## src/hdl/c2p_pkg.sv

```systemverilog
// Shared types and constants for the rectangular to polar converter.
// No dependencies; every module of the block imports this package.
package c2p_pkg;

    localparam int COORD_WIDTH_DEF   = 16;
    localparam int ANGLE_WIDTH_DEF   = 16;
    localparam int CORDIC_STAGES_DEF = 16;

    localparam int GUARD_BITS = 24;
    localparam int TURN_W     = 32;
    localparam int ATAN_LEN   = 24;
    localparam int LEN_SQ_W   = 32;
    localparam int LEN_W      = 16;

    localparam logic [TURN_W-1:0] HALF_TURN = 32'h8000_0000;

    // atan(2^-i) as a fraction of a full turn, 2^32 per turn
    localparam logic [TURN_W-1:0] ATAN_TURNS [ATAN_LEN] = '{
        32'h20000000, 32'h12E4051E, 32'h09FB385B, 32'h051111D4,
        32'h028B0D43, 32'h0145D7E1, 32'h00A2F61E, 32'h00517C55,
        32'h0028BE53, 32'h00145F2F, 32'h000A2F98, 32'h000517CC,
        32'h00028BE6, 32'h000145F3, 32'h0000A2FA, 32'h0000517D,
        32'h000028BE, 32'h0000145F, 32'h00000A30, 32'h00000518,
        32'h0000028C, 32'h00000146, 32'h000000A3, 32'h00000051
    };

    typedef struct packed {
        logic x_zero;
        logic y_zero;
        logic x_neg;
        logic y_neg;
    } t_flags;

endpackage

```

## src/hdl/c2p_back.sv

```systemverilog
// Output stage: root rounding, saturation, axis and zero-vector angle override.
// Depends on c2p_pkg.
module c2p_back
    import c2p_pkg::*;
#(
    parameter int CW = COORD_WIDTH_DEF,
    parameter int AW = ANGLE_WIDTH_DEF
) (
    input  logic                i_clk,
    input  logic                i_rst_n,
    input  logic                i_vld,
    input  logic [2*CW-1:0]     i_sq,
    input  logic [2*CW-1:0]     i_rem,
    input  logic [2*CW-1:0]     i_root,
    input  logic [TURN_W-1:0]   i_z,
    input  t_flags              i_flags,
    output logic                o_vld,
    output logic [LEN_SQ_W-1:0] o_len_sq,
    output logic [LEN_W-1:0]    o_len,
    output logic [AW-1:0]       o_dir,
    output logic                o_undef
);

    localparam int SQ_W   = 2 * CW;
    localparam int SQ_EXT = (SQ_W > LEN_SQ_W) ? SQ_W : LEN_SQ_W;
    localparam logic [SQ_EXT-1:0] SQ_MAX  = SQ_EXT'({LEN_SQ_W{1'b1}});
    localparam logic [SQ_W-1:0]   LEN_MAX = SQ_W'({LEN_W{1'b1}});
    localparam logic [TURN_W-1:0] DIR_RND = TURN_W'(1) << (TURN_W - 1 - AW);
    localparam logic [AW-1:0] DIR_QUARTER = AW'(1) << (AW - 2);
    localparam logic [AW-1:0] DIR_HALF    = AW'(1) << (AW - 1);
    localparam logic [AW-1:0] DIR_3QUART  = AW'(3) << (AW - 2);

    logic                r_vld;
    logic [LEN_SQ_W-1:0] r_len_sq, n_len_sq;
    logic [LEN_W-1:0]    r_len, n_len;
    logic [AW-1:0]       r_dir, n_dir;
    logic                r_undef, n_undef;

    logic [SQ_EXT-1:0]   sq_ext;
    logic [SQ_W-1:0]     rnd;
    logic [TURN_W-1:0]   z_rnd;

    always_comb begin
        sq_ext   = SQ_EXT'(i_sq);
        n_len_sq = (sq_ext > SQ_MAX) ? {LEN_SQ_W{1'b1}} : sq_ext[LEN_SQ_W-1:0];
        rnd      = i_root + SQ_W'(i_rem > i_root);
        n_len    = (rnd > LEN_MAX) ? {LEN_W{1'b1}} : rnd[LEN_W-1:0];
        z_rnd    = i_z + DIR_RND;
        n_undef  = i_flags.x_zero & i_flags.y_zero;
        if (n_undef) begin
            n_dir = '0;
        end else if (i_flags.y_zero) begin
            n_dir = i_flags.x_neg ? DIR_HALF : '0;
        end else if (i_flags.x_zero) begin
            n_dir = i_flags.y_neg ? DIR_3QUART : DIR_QUARTER;
        end else begin
            n_dir = z_rnd[TURN_W-1 -: AW];
        end
    end

    always_ff @(posedge i_clk) begin
        if (!i_rst_n) begin
            r_vld <= 1'b0;
        end else begin
            r_vld <= i_vld;
        end
    end

    always_ff @(posedge i_clk) begin
        r_len_sq <= n_len_sq;
        r_len    <= n_len;
        r_dir    <= n_dir;
        r_undef  <= n_undef;
    end

    assign o_vld    = r_vld;
    assign o_len_sq = r_len_sq;
    assign o_len    = r_len;
    assign o_dir    = r_dir;
    assign o_undef  = r_undef;

endmodule

```

## config.mk

```make
export PLATFORM = sky130hd
export DESIGN_NAME = c2p_back
export DESIGN_NICKNAME = d
export VERILOG_FILES = /design/src/hdl/c2p_pkg.sv /design/src/hdl/c2p_back.sv
export SDC_FILE = /design/constraint.sdc
export NUM_CORES = 1
export LEC_CHECK = 0
export ABC_AREA = 1
export BUFFER_PORTS_ARGS = -buffer_cell sky130_fd_sc_hd__buf_4
export CAP_MARGIN = 20
export CORE_UTILIZATION = 30
export DETAILED_ROUTE_END_ITERATION = 6
export HOLD_SLACK_MARGIN = 0.06
export PLACE_DENSITY_LB_ADDON = 0.2
export SLEW_MARGIN = 0
export SYNTH_ARGS = -nofsm -noshare
export SYNTH_HDL_FRONTEND = slang
export SYNTH_SLANG_ARGS = --single-unit
```

## constraint.sdc

```tcl
create_clock -name i_clk -period 7.1 [get_ports i_clk]
set_input_delay 1.065 -clock i_clk [delete_from_list [all_inputs] [get_ports i_clk]]
set_output_delay 1.065 -clock i_clk [all_outputs]
set_load 0.005 [all_outputs]
```

-- Word-level counts from Yosys, hierarchy flattened
Index checks and enable logic that the tools add are counted.
- muxes and demuxes: 4
- bitwise gates (word level): 1
- add/sub/neg operators: 2
- divide/modulo/power cells: 0
- multiply operators: 0
- eq/ne operators: 0
- reductions and logical operators: 0
- magnitude comparators: 3
- shifts and indexed selects: 0
- operators by type and width (operator ; count):
    $mux W16 ; 4
    $add A32 B1 Y32 ; 1
    $add A32 B16 Y32 const B ; 1
    $gt A32 B16 Y1 const B ; 1
    $gt A32 B32 Y1 ; 1
    $gt A32 B32 Y1 const B ; 1
    $and A1 B1 Y1 ; 1
- input bits: 135
- register bits: 66
- memories kept: 0
- output and inout port bits: 66
- bits in writable memories: 0
- logic and storage cells: 15
- bits in latches: 0
- ROM bits: 0

-- Depth between registers and ports, before layout
- depth after elaboration: 3
- depth in mapped cells: 25
- depth with buffers taken out: 24

-- Worst setup path before layout
OpenSTA, ideal clock, no wires.
- path kind: input-to-reg
- from: in i_root[31]
- to: reg r_len[10], in the netlist o_len[10]
- required time: 6.981 ns
- data arrival time: 3.496 ns
- path slack: 3.485 ns
- path buffers: 1
- stages on the path: 19
- library setup time: 0.119 ns
- path through: inv_1 -> ha_1 -> nand2_1 -> nor2_1 -> nand4_1 -> o21a_1 -> a21boi_0 -> ha_1 -> ha_1 -> inv_2 -> nor2_4 -> nand3b_1 -> o21ai_0 -> nand2_1 -> nor2_2 -> nand2_2 -> nor2_8 -> buf_8 -> nand3_2
- word-level cells in the longest chain between the ends: 3
- ends and longest elaborated chain (element ; RTL line ; text):
    from (decl) ; c2p_back.sv:14 ; input logic [2*CW-1:0] i_root,
    $gt A32 B32 Y1 ; c2p_back.sv:46 ; rnd = i_root + SQ_W'(i_rem > i_root);
    $add A32 B1 Y32 * ; c2p_back.sv:46 ;
    $gt A32 B16 Y1 ; c2p_back.sv:47 ; n_len = (rnd > LEN_MAX) ? {LEN_W{1'b1}} : rnd[LEN_W-1:0];
    to (signal assigned) ; c2p_back.sv:71 ; r_len <= n_len;
    to (decl) ; c2p_back.sv:35 ; logic [LEN_W-1:0] r_len, n_len;
Mark *: on every way between the ends. The rest lies on a longest branch, timed or not.
A chain may end at the register's enable or synchronous reset.

-- Worst setup path in the final report
- from: in i_root[7]
- to: reg r_len[4], in the netlist o_len[4]
The elaborated chain is that of the path after synthesis.

==> results.cfg <==
[outcome]
status = complete, no violations

[final_layout]
diodes = 0
final_cells = 876
fin_util = 0.4645
layout_commonest_cell = buf_4
n_fill_cell = 1231
mostFrequentLayoutCells = buf_4 (185), nand2_1 (128), inv_1 (67)
layout.nets = 875
area_delta_synth_final_pct = 49.55
layout-drive-gt1-share = 0.3404
multiInputGateArea_um2 = 2155
ff_latch_area_um2 = 1321

[timing]
min_period_over_period = 0.5482
setup_viol = 0
fin_setup_tns_ps = 0
rsz0062_at_grt = no
worst_pin_slew_ps = 615.2
fmax_ghz = 0.2569
slew_violations = 0
post-route-min-period_ps = 3892
slew_headroom = 0.5867
finalHoldViolCount = 0
fin_ws_ps = 3208

[floorplanning]
die_w_um = 114.2
core_um2 = 12160
die_area_um2 = 13040
initial_utilization = 0.3106
io_pins = 201
die_y_um = 114.2
fp-row-count = 40

[critical_path]
slowest_stage = nor2_8
endpoint_kind = flop
crit_buf_inv = 3
cp_max_fo = 16
required_ps = 7290
cp_cell_sequence = buf_4, inv_1, ha_1, nand2_1, nor2_1, nand2_1, nand3_1, nand2_1, nand2_1, nand2_1, a21boi_0, ha_1, ha_1, inv_2, nor2_4, nand3b_1, o21ai_0, nand2_1, nor2_2, nand2_2, nor2_8, nand3_1
cp-start-kind = input port
path_class = input port to flop
crit_family = simple AND/OR/NAND/NOR gates
cpMostUsedCell = nand2_1
cpPeakStageDelay_ps = 320
cp.arrival_ps = 4080

[routing]
dr.pass1.iters = 4
vias_per_cell = 4.468
drtIter0Drc = 214
vias = 3914
wirelength_mm = 11.76
ant_nets = 0
drcViolationCount = 0
wire_per_inst_um = 13.43

[global_routing]
grt_overflow_total = 0
grt_usage = 0.1824
antenna_found_initial = 0
grt_pass1_vias = 3701
grt_pass1_wl_mm = 18.10
grt_max_degree = 17

[placement]
gp_congestion = 0.8620
placed_cells = 862
hpwl_mm = 10.15
port_buffers = 185
pre_cts_slack_ps = 2838

[synthesis]
synthXorXnorAreaFrac = 0.03478
syn_area_um2 = 3777
avgSynthCellArea_um2 = 7.392
netlist-cell-type-count = 27
ys_ff_latch = 66
synth.area.mux_share = 0
synth_cells = 511
syn_nets = 681
synth_compound_area_frac = 0.06360
synthAdderAreaFrac = 0.1159
synth_warnings = 0
synth_top_family_by_area = simple AND/OR/NAND/NOR gates
yosysSeqAreaShare = 0.3498
synth-simple-area-share = 0.3561

[clock_tree]
clkSinkCount = 66
root_buffer = clkbuf_16
clk_pin_slew_ps = 50
cts_tree = yes
post_cts_resized = 0
ctsHoldBuffers = 0
htreeDepth = 3
post_cts_buffers = 0
cts_buffer_depth = 2
numCtsBuffers = 9

[pwr]
p_leak_nw = 2.901
vdd_drop_max_v = 0.00009153
power.density_nw_per_um2 = 180.4

[job]
drv_cap = 0

[hold_path]
hold_class = input port to flop
==> per-layer routing <==
metal | GRT usage | up-vias | wire length, um
met3 | 0.04923 | 14 | 857
li1 | - | 2025 | -
met5 | 0 | - | 0
met1 | 0.2151 | 1725 | 5091
met4 | 0.06234 | 0 | 233
met2 | 0.3184 | 150 | 5581
==> final timing paths <==
check / cells past startpoint / end / slack (ps) / startpoint
worst min-delay path: 1 / o_len_sq[1]$_DFF_P_ / 840 / i_sq[1]
worst max-delay path: 22 / o_len[4]$_SDFF_PN1_ / 3210 / i_root[7]
==> cells by family (layout without fill, tap and decap cells) <==
kind of cell    after synthesis  after routing
compound gates               47             47
flops                        66             66
simple gates                275            275
buf+inv                      73            270
xor+xnor                     15             15
fa+ha+maj                    35             35
==> metrics by stage <==
step | hold slack (ps) | cell area [um2] | total power, mW
after global placement | 1170 | 5341 | 0.5655
final | 842.2 | 5649 | 1.019
after floorplan | 1093 | 3777 | 0.4682
after CTS | 831.9 | 5649 | 1.029
after detailed placement | 1171 | 5341 | 0.5707
after global routing | 828.6 | 5649 | 1.068
==> cell usage after synthesis <==
cell | n | area share
nand4_1 | 12 | 0.020
inv_1 | 67 | 0.067
o21a_1 | 1 | 0.0020
and2_1 | 1 | 0.0017
nor2_8 | 4 | 0.021
o21ai_0 | 17 | 0.023
a21oi_1 | 27 | 0.036
nor2_2 | 10 | 0.017
nand2_4 | 1 | 0.0030
nor2_4 | 5 | 0.015
o21ai_1 | 1 | 0.0013
nor3_1 | 11 | 0.015
nand2_2 | 9 | 0.015
nand2_1 | 128 | 0.13
buf_8 | 1 | 0.0040
xnor2_1 | 2 | 0.0046
buf_12 | 1 | 0.0053
a21boi_0 | 1 | 0.0020
nand3_1 | 26 | 0.034
ha_1 | 35 | 0.12
inv_2 | 4 | 0.0040
xor2_1 | 13 | 0.030
and3_1 | 1 | 0.0017
nor2_1 | 54 | 0.054
nand3b_1 | 3 | 0.0060
dfxtp_1 | 66 | 0.35
nand3_2 | 10 | 0.026
==> layout make-up <==
type	instances	share of cell area
well taps	168	0.03721
repair buffers	185	0.2458
clock buffers	11	0.04297
flip-flops and latches	66	0.2339
clock inverters	3	0.01152
multi-input cells	372	0.3814
inverters	71	0.04718
==> report_power, final <==
part	leakage [nW]	total [mW]	internal [mW]	switching, mW
Sequential	0.548	0.390	0.386	0.00429
Combinational	2.20	0.172	0.0905	0.0814
Clock	0.151	0.457	0.312	0.145
Total	2.90	1.02	0.788	0.231
==> sequential cells by signal (all words and copies together), names as in the netlist <==
signal	cells
o_len_sq	32
o_dir	16
o_len	16
o_undef	1
o_vld	1
(Power assumes the default switching activity.)
