--- config.mk ---
export PLATFORM = sky130hd
export DESIGN_NAME = c2p_front
export DESIGN_NICKNAME = d
export VERILOG_FILES = /design/src/hdl/c2p_pkg.sv /design/src/hdl/c2p_front.sv
export SDC_FILE = /design/constraint.sdc
export NUM_CORES = 1
export LEC_CHECK = 0
export BUFFER_PORTS_ARGS = -buffer_cell sky130_fd_sc_hd__buf_2
export CORE_MARGIN = 2
export CORE_UTILIZATION = 65
export CTS_CLUSTER_SIZE = 40
export DETAILED_ROUTE_END_ITERATION = 8
export PLACE_DENSITY = 0.86
export SLEW_MARGIN = 40
export SYNTH_ARGS = -nofsm -noshare
export SYNTH_HDL_FRONTEND = slang
export SYNTH_SLANG_ARGS = --single-unit
export TNS_END_PERCENT = 100
--- constraint.sdc ---
create_clock -name i_clk -period 17.6 [get_ports i_clk]
set_clock_uncertainty 0.1 [all_clocks]
set_input_delay 0.88 -clock i_clk [delete_from_list [all_inputs] [get_ports i_clk]]
set_output_delay 0.88 -clock i_clk [all_outputs]
set_load 0.01 [all_outputs]
--- src/hdl/c2p_pkg.sv ---
// Shared types and constants for the rectangular to polar converter.
// No dependencies; every module of the block imports this package.
package c2p_pkg;

    localparam int COORD_WIDTH_DEF   = 16;
    localparam int ANGLE_WIDTH_DEF   = 16;
    localparam int CORDIC_STAGES_DEF = 16;

    localparam int GUARD_BITS = 24;
    localparam int TURN_W     = 32;
    localparam int ATAN_LEN   = 24;
    localparam int LEN_SQ_W   = 32;
    localparam int LEN_W      = 16;

    localparam logic [TURN_W-1:0] HALF_TURN = 32'h8000_0000;

    // atan(2^-i) as a fraction of a full turn, 2^32 per turn
    localparam logic [TURN_W-1:0] ATAN_TURNS [ATAN_LEN] = '{
        32'h20000000, 32'h12E4051E, 32'h09FB385B, 32'h051111D4,
        32'h028B0D43, 32'h0145D7E1, 32'h00A2F61E, 32'h00517C55,
        32'h0028BE53, 32'h00145F2F, 32'h000A2F98, 32'h000517CC,
        32'h00028BE6, 32'h000145F3, 32'h0000A2FA, 32'h0000517D,
        32'h000028BE, 32'h0000145F, 32'h00000A30, 32'h00000518,
        32'h0000028C, 32'h00000146, 32'h000000A3, 32'h00000051
    };

    typedef struct packed {
        logic x_zero;
        logic y_zero;
        logic x_neg;
        logic y_neg;
    } t_flags;

endpackage

--- src/hdl/c2p_front.sv ---
// Input register, magnitude squaring and CORDIC preload for the converter.
// Depends on c2p_pkg.
module c2p_front
    import c2p_pkg::*;
#(
    parameter int CW = COORD_WIDTH_DEF,
    parameter int XW = COORD_WIDTH_DEF + GUARD_BITS + 2
) (
    input  logic                 i_clk,
    input  logic                 i_rst_n,
    input  logic                 i_vld,
    input  logic [CW-1:0]        i_x,
    input  logic [CW-1:0]        i_y,
    output logic                 o_vld,
    output logic [2*CW-1:0]      o_sq,
    output logic signed [XW-1:0] o_x,
    output logic signed [XW-1:0] o_y,
    output logic [TURN_W-1:0]    o_z,
    output t_flags               o_flags
);

    localparam int SQ_W = 2 * CW;

    logic                 r1_vld, r2_vld, r3_vld, r4_vld;
    logic [CW-1:0]        r1_x, r1_y;
    logic [CW-1:0]        r2_ax, r2_ay;
    logic signed [XW-1:0] r2_cx, r2_cy, r3_cx, r3_cy, r4_cx, r4_cy;
    logic [TURN_W-1:0]    r2_z, r3_z, r4_z;
    t_flags               r2_flags, r3_flags, r4_flags;
    logic [SQ_W-1:0]      r3_sqx, r3_sqy, r4_sq;

    logic                 n_xneg, n_yneg;
    logic [CW-1:0]        n_ax, n_ay;
    logic signed [XW-1:0] n_xe, n_ye, n_cx, n_cy;
    logic [TURN_W-1:0]    n_z;
    t_flags               n_flags;
    logic [SQ_W-1:0]      n_sqx, n_sqy;

    always_comb begin
        n_xneg  = r1_x[CW-1];
        n_yneg  = r1_y[CW-1];
        n_ax    = n_xneg ? CW'(-r1_x) : r1_x;
        n_ay    = n_yneg ? CW'(-r1_y) : r1_y;
        n_xe    = {{(XW-CW){r1_x[CW-1]}}, r1_x};
        n_ye    = {{(XW-CW){r1_y[CW-1]}}, r1_y};
        // fold the left half-plane onto the right one
        if (n_xneg) begin
            n_cx = (-n_xe) <<< GUARD_BITS;
            n_cy = (-n_ye) <<< GUARD_BITS;
            n_z  = HALF_TURN;
        end else begin
            n_cx = n_xe <<< GUARD_BITS;
            n_cy = n_ye <<< GUARD_BITS;
            n_z  = '0;
        end
        n_flags.x_zero = (r1_x == '0);
        n_flags.y_zero = (r1_y == '0);
        n_flags.x_neg  = n_xneg;
        n_flags.y_neg  = n_yneg;
    end

    assign n_sqx = r2_ax * r2_ax;
    assign n_sqy = r2_ay * r2_ay;

    always_ff @(posedge i_clk) begin
        if (!i_rst_n) begin
            r1_vld <= 1'b0;
            r2_vld <= 1'b0;
            r3_vld <= 1'b0;
            r4_vld <= 1'b0;
        end else begin
            r1_vld <= i_vld;
            r2_vld <= r1_vld;
            r3_vld <= r2_vld;
            r4_vld <= r3_vld;
        end
    end

    always_ff @(posedge i_clk) begin
        r1_x     <= i_x;
        r1_y     <= i_y;
        r2_ax    <= n_ax;
        r2_ay    <= n_ay;
        r2_cx    <= n_cx;
        r2_cy    <= n_cy;
        r2_z     <= n_z;
        r2_flags <= n_flags;
        r3_sqx   <= n_sqx;
        r3_sqy   <= n_sqy;
        r3_cx    <= r2_cx;
        r3_cy    <= r2_cy;
        r3_z     <= r2_z;
        r3_flags <= r2_flags;
        r4_sq    <= r3_sqx + r3_sqy;
        r4_cx    <= r3_cx;
        r4_cy    <= r3_cy;
        r4_z     <= r3_z;
        r4_flags <= r3_flags;
    end

    assign o_vld   = r4_vld;
    assign o_sq    = r4_sq;
    assign o_x     = r4_cx;
    assign o_y     = r4_cy;
    assign o_z     = r4_z;
    assign o_flags = r4_flags;

endmodule

**Word-level counts from Yosys, hierarchy flattened**

Cells that the tools add are included.

- Reduce and logical (&&, ||, !) cells: 2
- Muxes and demuxes: 5
- Add/subtract/negate cells: 5
- Multipliers: 2

Operator list:

| cell | number |
|---|---|
| 16-bit by 16-bit multiplier with 32-bit output | 2 |
| 42-bit two-way mux | 1 |
| 39-bit two-way mux | 1 |
| 16-bit negation with 18-bit output | 2 |
| 32-bit adder | 1 |
| 16-bit logical NOT | 2 |
| 32-bit two-way mux | 1 |
| 16-bit negation | 2 |
| 15-bit two-way mux | 2 |

- Input bits: 35
- Flip-flop bits (word level): 524
- Word-level logic and storage cells: 49

**Longest topological paths before layout**

Gate-level depths: netlist of run 1.

- Word-level depth: 2
- Depth in mapped cells: 24
- Depth with buffers taken out: 23

**Worst setup path before layout of run 1**

OpenSTA, ideal clock, no wires.

- Path kind: flip-flop to flip-flop
- From: register r2_ay[8]
- To: register r3_sqy[30]
- Path slack: 11.493 ns
- Required time: 17.428 ns
- Stages on the path, launching flop included: 25
- Clock period less this slack: 6.107 ns
- Path buffers: 1
- Arrival time: 5.936 ns
- Cells stage by stage: dfxtp_1 clkbuf_1 nand2_1 inv_1 fa_1 inv_1 fa_1 inv_1 fa_1 inv_1 fa_1 inv_1 fa_1 inv_1 fa_1 inv_1 ha_1 o211a_1 o21ai_0 o311a_1 nand2_1 a21oi_1 or4b_2 nand3_1 xor2_1

- Longest elaborated chain between the ends: 1

Ends and longest elaborated chain:

| what | RTL line | text |
|---|---|---|
| start: declaration | c2p_front.sv:26 | `logic [CW-1:0] r2_ax, r2_ay;` |
| start signal: assignment | c2p_front.sv:83 | `r2_ay <= n_ay;` |
| 16-bit by 16-bit multiplier with 32-bit output | c2p_front.sv:63 | `assign n_sqy = r2_ay * r2_ay;` |
| net n_sqy[30] | c2p_front.sv:37 | `logic [SQ_W-1:0] n_sqx, n_sqy;` |
| end signal: assignment | c2p_front.sv:89 | `r3_sqy <= n_sqy;` |
| end: declaration | c2p_front.sv:30 | `logic [SQ_W-1:0] r3_sqx, r3_sqy, r4_sq;` |

The timed path passes the listed nets, and every way through them passes these cells.
A chain may end at the register's enable or synchronous reset.

**Worst setup path after layout of run 1**

- From: register r2_ax[13]
- To: register r3_sqx[27]

- Longest elaborated chain between the ends: 1

Ends and longest elaborated chain:

| what | RTL line | text |
|---|---|---|
| start: declaration | c2p_front.sv:26 |  |
| start signal: assignment | c2p_front.sv:82 | `r2_ax <= n_ax;` |
| 16-bit by 16-bit multiplier with 32-bit output | c2p_front.sv:62 | `assign n_sqx = r2_ax * r2_ax;` |
| net n_sqx[27] | c2p_front.sv:37 |  |
| end signal: assignment | c2p_front.sv:88 | `r3_sqx <= n_sqx;` |
| end: declaration | c2p_front.sv:30 |  |

The timed path passes the listed nets, and every way through them passes these cells.

==> impl_results.md, run 1 <==
* CP Launch Type: flip-flop
* Met3 usage at under 10%
* Worst-Skew Late Latency at just under 0.6 ns
* Mux share of post-synthesis cell area at 0.0999%
* Clk buf depth at 3
* Placer Congestion at about 0.97
* Mapped cell area at 22600 um^2
* Setup Viol. Count Final at 0
* Met1 Usage GRT at 34.5%
* Async SR Flop Fraction at 0%
* # IOs at approximately 190
* Reg-to-reg critical path startpoint: r2_ax[13]
* Worst reg-to-reg setup slack at 10.68 ns
* Cell count after synthesis at 2328
* Met2 Usage GRT at 46.3%
* Vias in the first global route at 16925
* Via density at 5.36
* Synth top area share at between 20 and 30%
* Cts hold-fix bufs at 0
* Gr usage total at 27.4%
* Die area at 36200 um^2
* Crit-path max FO at 15
* Post-synth EDFFs at 0
* Tmin final at 6.92 ns
* DPL Wire Length at 38100 um
* TritonCTS clock tree: yes
* Die Y at 190 um
* Hold Crit Class: flip-flop to flip-flop
* Hold path depth at 0
* Post-layout nets at around 3000
* DR vias at 15510
* DR iter-0 viols at 1047
* Syn. warnings at 0
* Starting Density at 65.6%
* # rows at 68
* Final Slew Violations at 0
* GRT overflow at 0
* Core area at 34400 um^2
* Synth area leader: fa_1
* Post-synthesis compound-gate area fraction at 7.14%
* Top post-synthesis cells by area: fa_1 (29%), dfxtp_1 (23%), ha_1 (13%)
* # Max-Cap Violations at 0
* Post-CTS Setup Repair Bufs at 0
* Slew @ Worst Pin at 0.828 ns
* Clk sinks at 263
* Top Usage Layer GRT: met2
* Post-Synth Simple-Gate Area at 10.2%
* Kind of critical path: flip-flop to flip-flop
* Worst rel slew slack at 44.4%
* Unrepaired setup endpoints after global routing: no
* Layout cells sized above 1 at ~7.7%
* CP arrival at ~7.3 ns
* Worst-path clk slew at 0.06 ns
* First-pass GRT wire length at approximately 80000 um
* Synth cell types at roughly 60
* Die width at roughly 190 um
* Clk Tree Root Cell: clkbuf_16
* Required time of the worst setup path at between 15 and 20 ns
* Num CTS Buffers at 28
* CP Capture Type: flip-flop
* FF+latch count, synth at 263
* Routed length per placed instance at 16.3 um
* Largest net degree at the start of global routing at 35
* Finished Cell Area at approximately 24000 um^2
* Fillers at about 2500
* Synth Flop Type: dfxtp_1
* Final period util at 39.3%
* Reg2reg end: r3_sqx[27]
* Hold path endpoint: o_x[39]
* Post-route setup TNS at 0 ns
* Synth Area in XOR/XNOR at about 5.4%
* Synth Area per Inst at just under 10 um^2
* Largest family of logic cells by synthesized area: adder cells
* Drt drc at 0
* Cells resized by post-CTS repair at 0
* Area delta synth->final at 7.45%
* Hold Vio Cnt, Final at 0
* Status: completed
* Max H-tree Level at 1
* Final wirelength at approximately 47000 um
* Post-route ant nets at 0
* Sequential fraction of the synthesis area at 23.3%
* Reg2Reg Depth at 20
* PortBufs at around 110
* Antenna cells at 0
* Synth Area in Adders at a little over two fifths
* FMAX at between 100 and 150 MHz
* Hold_sp: r3_cx[39]
* Antenna violations before repair at 0
* DRT Pass-1 Iters at 6
* Dpl cell area at roughly 23000 um^2
[layout make-up]
type	instances	area, um^2	area share [%]
Clock buffer	35	787	3.25
Clock inverter	16	262	1.08
Inverter	521	1960	8.07
Multi-Input combinational cell	1495	14800	61.3
Sequential cell	263	5270	21.7
Tap cell	455	569	2.35
Timing Repair Buffer	109	548	2.26
[metal layers]
metal  wire, um  vias up  share of wire, %
li1           -     7172                 -
met5          0        -                 0
met3       3540      138               7.5
met1      18700     7629                39
met4       1960        0               4.2
met2      23100      571                49
[flip-flops by register name, summed over array words and instances (netlist names), 17 cells and up]
name / cells
o_x: 18
o_y: 18
o_sq: 32
r3_cx: 17
r2_cy: 17
r3_sqy: 31
r3_cy: 17
r3_sqx: 31
[cells by family (layout without fill, tap and decap cells)]
| logic type | after synthesis | in the layout |
|---|---|---|
| buffers and inverters | 650 | 681 |
| adders and majority gates | 557 | 557 |
| and+or+nand+nor | 475 | 475 |
| DFF | 263 | 263 |
| AOI/OAI and AO/OA | 242 | 242 |
| xor gates and xnor gates | 138 | 138 |
| muxes | 2 | 2 |
| other | 1 | 81 |
[cells in the final DEF, fill, tap and decap left out, types with 15 or more instances in the layout]
cell type | synthesis | layout
fa_1 | 324 | 324
o21ai_0 | 37 | 37
ha_1 | 233 | 233
dfxtp_1 | 263 | 262
nand3_1 | 25 | 25
a211oi_1 | 16 | 16
buf_2 | 0 | 108
nand2_1 | 200 | 200
clkbuf_16 | 0 | 28
xnor2_1 | 98 | 98
a21oi_1 | 64 | 64
conb_1 | 1 | 81
inv_1 | 521 | 521
a21o_1 | 50 | 50
nor2b_1 | 15 | 15
nor2_1 | 73 | 73
and3_1 | 15 | 15
and2_1 | 78 | 78
xor2_1 | 40 | 40
[critical path: stages (launching register included)]
cell	delay, ns
dfxtp_1	0.78
inv_1	0.32
nor2_1	0.26
ha_1	0.30
xor2_1	0.19
fa_1	0.55
inv_1	0.05
fa_1	0.49
fa_1	0.46
fa_1	0.51
inv_1	0.05
fa_1	0.48
inv_1	0.05
ha_1	0.38
a21oi_1	0.20
nor2b_1	0.08
or4_1	0.39
o21ai_0	0.55
o21bai_1	0.19
a211oi_1	0.34
xnor2_1	0.16
[worst max-delay path by stage]
stage / from / endpoint / cells after the start
6_report: r2_ax[13] / r3_sqx[27] / 20
5_1_grt: r2_ay[4] / r3_sqy[29] / 21
3_5_place_dp: r2_ay[4] / r3_sqy[29] / 21
3_3_place_gp: r2_ax[13] / r3_sqx[24] / 21
2_1_floorplan: r2_ay[8] / r3_sqy[30] / 24
4_1_cts: r2_ax[13] / r3_sqx[27] / 20
[cells in the mapped netlist (all sizes together), types with 5 or more instances]
library cell	count
ha	233
nand3	25
nor2b	15
dfxtp	263
a211oi	16
xnor2	98
o21ai	39
or4	6
a21o	50
inv	521
or3	15
nand2b	13
nor3	9
or2	14
clkbuf	48
o21a	6
buf	81
o31ai	11
nand2	200
fa	324
a21oi	64
o21bai	10
nand4	5
nor2	73
and3	15
and2	78
xor2	40
a31o	7
[per-stage QoR]
step	utilization, %	hold WS, ns	setup slack, ns	instances
5_1_grt	70.5	0.229	10.39	2894
4_1_cts	70.5	0.219	10.74	2894
3_5_place_dp	67.4	0.212	10.84	2843
2_1_floorplan	-	0.210	11.49	2408
3_3_place_gp	67.4	0.210	11.07	2843
6_report	70.5	0.218	10.68	2894
Power of run 1 is left out: the tool's default activity adds up to more than one toggle a clock period on the data nets, which glitch-free logic cannot reach.
==> run 2: changes to the inputs <==
CORE_UTILIZATION = 62   (was 65)
PLACE_DENSITY = 0.82   (was 0.86)
clock period = 6.9 ns   (was 17.6 ns; I/O delays follow)
==> run 2 against run 1 <==
Net effect:
- register-to-register slack worse by 10 ns
- design area is 2.0% higher
- first-iteration DRC count is 19% lower
- count of clock-buffer cells in the layout rose by 2
- flip-flop and latch count unchanged
- hold slack gained 0.0070 ns
- maximum frequency grew 5.9%
- via count grew 0.52%
- global-route usage decreased by 1.0 points
- die area increased by 4.7%
- wire length is 2.1% higher
- critical path depth up 1
- critical path type unchanged
- largest cell class unchanged
==> impl_results.md, run 2 (same netlist as run 1, synthesis figures left out) <==
* Status: completed
* Routed length per placed instance at 16.3 um (-0.36%)
* Reg2Reg Depth at 21 (+5.0%)
* Hold Vio Cnt, Final at 0 (unchanged)
* Die Y at 195 um (+2.3%)
* Num CTS Buffers at 29 (+3.6%)
* Worst reg-to-reg setup slack at 0.36 ns (-10.32 ns)
* Hold_sp: r2_cy[31]
* Post-layout nets at 3076 (+2.2%)
* Reg2reg end: r3_sqx[24]
* Vias in the first global route at 17112 (+1.1%)
* DPL Wire Length at 38400 um (+0.68%)
* Unrepaired setup endpoints after global routing: no
* PortBufs at 108 (unchanged)
* Post-route setup TNS at 0 ns (unchanged)
* Crit-path cells: inv_1 -> nor2_1 -> ha_1 -> xor2_1 -> fa_1 -> inv_1 -> fa_1 -> fa_1 -> fa_1 -> inv_1 -> fa_1 -> inv_1 -> ha_1 -> a21o_1 -> a21o_1 -> a2111oi_0 -> o21a_1 -> a21oi_1 -> o31ai_1 -> nor2b_1 -> xnor2_1
* Starting Density at 63.2% (-2.4 points)
* Die width at 195 um (+2.3%)
* Core area at 35700 um^2 (+3.7%)
* Post-CTS Setup Repair Bufs at 0 (unchanged)
* DR vias at 15591 (+0.52%)
* Antenna violations before repair at 0 (unchanged)
* Reg-to-reg critical path startpoint: r2_ax[13]
* Hold path depth at 0 (unchanged)
* Via density at 5.26 (-1.9%)
* Delay-heaviest family, CP: adder cells
* # IOs at 188 (unchanged)
* GRT overflow at 0 (unchanged)
* Most frequent CP cell: fa_1
* Clk Tree Root Cell: clkbuf_16
* Worst-path clk slew at 0.06 ns (about the same)
* Tmin final at 6.54 ns (-0.384 ns)
* Critical path's slowest cell: dfxtp_1
* Clk buf depth at 3 (unchanged)
* Worst rel slew slack at 46.2% (+1.7 points)
* Worst-Skew Late Latency at 0.59 ns (about the same)
* Drt drc at 0 (unchanged)
* Kind of critical path: flip-flop to flip-flop
* Commonest non-fill, non-tap cells in the layout: inv_1 (521), fa_1 (324), dfxtp_1 (256)
* Final wirelength at 48200 um (+2.1%)
* # Max-Cap Violations at 0 (unchanged)
* Post-route ant nets at 0 (unchanged)
* Crit path depth at 21 (+5.0%)
* DR iter-0 viols at 851 (-19%)
* DRT Pass-1 Iters at 6 (unchanged)
* Max H-tree Level at 1 (unchanged)
* FMAX at 153 MHz (+5.9%)
* Clk sinks at 263 (unchanged)
* Slew @ Worst Pin at 0.797 ns (-0.0306 ns)
* CP arrival at 6.95 ns (-0.38 ns)
* CP Launch Type: flip-flop
* Gr usage total at 26.4% (-1.0 points)
* Setup Viol. Count Final at 0 (unchanged)
* Crit-path max cell delay at 0.58 ns (-0.20 ns)
* CP Capture Type: flip-flop
* TritonCTS clock tree: yes
* Critical path buffers and inverters at 4 (unchanged)
* Placer Congestion at 0.957 (-0.87%)
* Required time of the worst setup path at 7.31 ns (-10.70 ns)
* Commonest non-fill, non-tap cell in the layout: inv_1
* Final Slew Violations at 0 (unchanged)
* Die area at 37900 um^2 (+4.7%)
* Crit-path max FO at 8 (-7)
* Final period util at 94.8% (+55 points)
* Hold Crit Class: flip-flop to flip-flop
* Area delta synth->final at 9.63%
* # rows at 69 (+1.5%)
* First-pass GRT wire length at 80900 um (+1.5%)
* Layout cells sized above 1 at 8.79% (+1.1 points)
* Hold path endpoint: r3_cy[31]
* Largest net degree at the start of global routing at 35 (unchanged)
* Max FFs per register at 32 (unchanged)
run 2: cell types whose count changed in the layout (fill, tap and decap cells not counted), moves of 2 or more:
| cell | change |
|---|---|
| dlygate4sd3_1 | +35 |
| buf_4 | +30 |
| dfxtp_1 | -6 |
| dfxtp_2 | +6 |
| inv_6 | +4 |
| bufinv_16 | -3 |
| clkbuf_1 | +3 |
| clkbuf_8 | -2 |
| clkinv_4 | -2 |
run 2: per-stage QoR:
stage          utilization [%]  worst slack [ns]  hold WS (ns)  area, um^2  std cells
2_1_floorplan                -             0.793         0.210       22900       2408
3_3_place_gp              65.7             0.460         0.210       23400       2879
3_5_place_dp              65.7             0.221         0.212       23400       2879
4_1_cts                   69.3             0.192         0.224       24700       2964
5_1_grt                   69.3            0.0541         0.228       24700       2964
6_report                  69.3             0.361         0.225       24700       2965
run 2: layout make-up:
| class | count | area [um^2] |
|---|---|---|
| Antenna cell | 1 | 2.50 |
| Clock buffer | 37 | 796 |
| Clock inverter | 13 | 151 |
| Fill cell | 2638 | 10900 |
| Inverter | 521 | 1960 |
| Multi-Input combinational cell | 1495 | 14800 |
| Sequential cell | 263 | 5270 |
| Tap cell | 461 | 577 |
| Timing Repair Buffer | 174 | 1120 |
run 2: worst max path at each step:
stage	from	end	slack, ns
floorplan	r2_ay[8]	r3_sqy[30]	0.79
finish	r2_ax[13]	r3_sqx[24]	0.36
CTS	r2_ax[3]	r3_sqx[24]	0.19
detailed placement	r2_ax[3]	r3_sqx[24]	0.22
global placement	r2_ay[2]	r3_sqy[30]	0.46
global route	r2_ax[13]	r3_sqx[24]	0.05
run 2: timing repair:
item / CTS / global route
endpoints found under the setup margin: 0 / 6
hold buffers: 35 / 0
resized for setup: 0 / 7
hold endpoints to repair: 36 / 0
run 2: layer usage:
layer / global-route usage, % / part of all wire, % / vias up
met1: 32.5 / 40 / 7653
met4: 8.86 / 3.3 / 0
met5: 0 / 0 / -
met2: 45.9 / 50 / 528
met3: 6.16 / 7.7 / 107
li1: - / - / 7303
Power of run 2 is left out for the same reason.
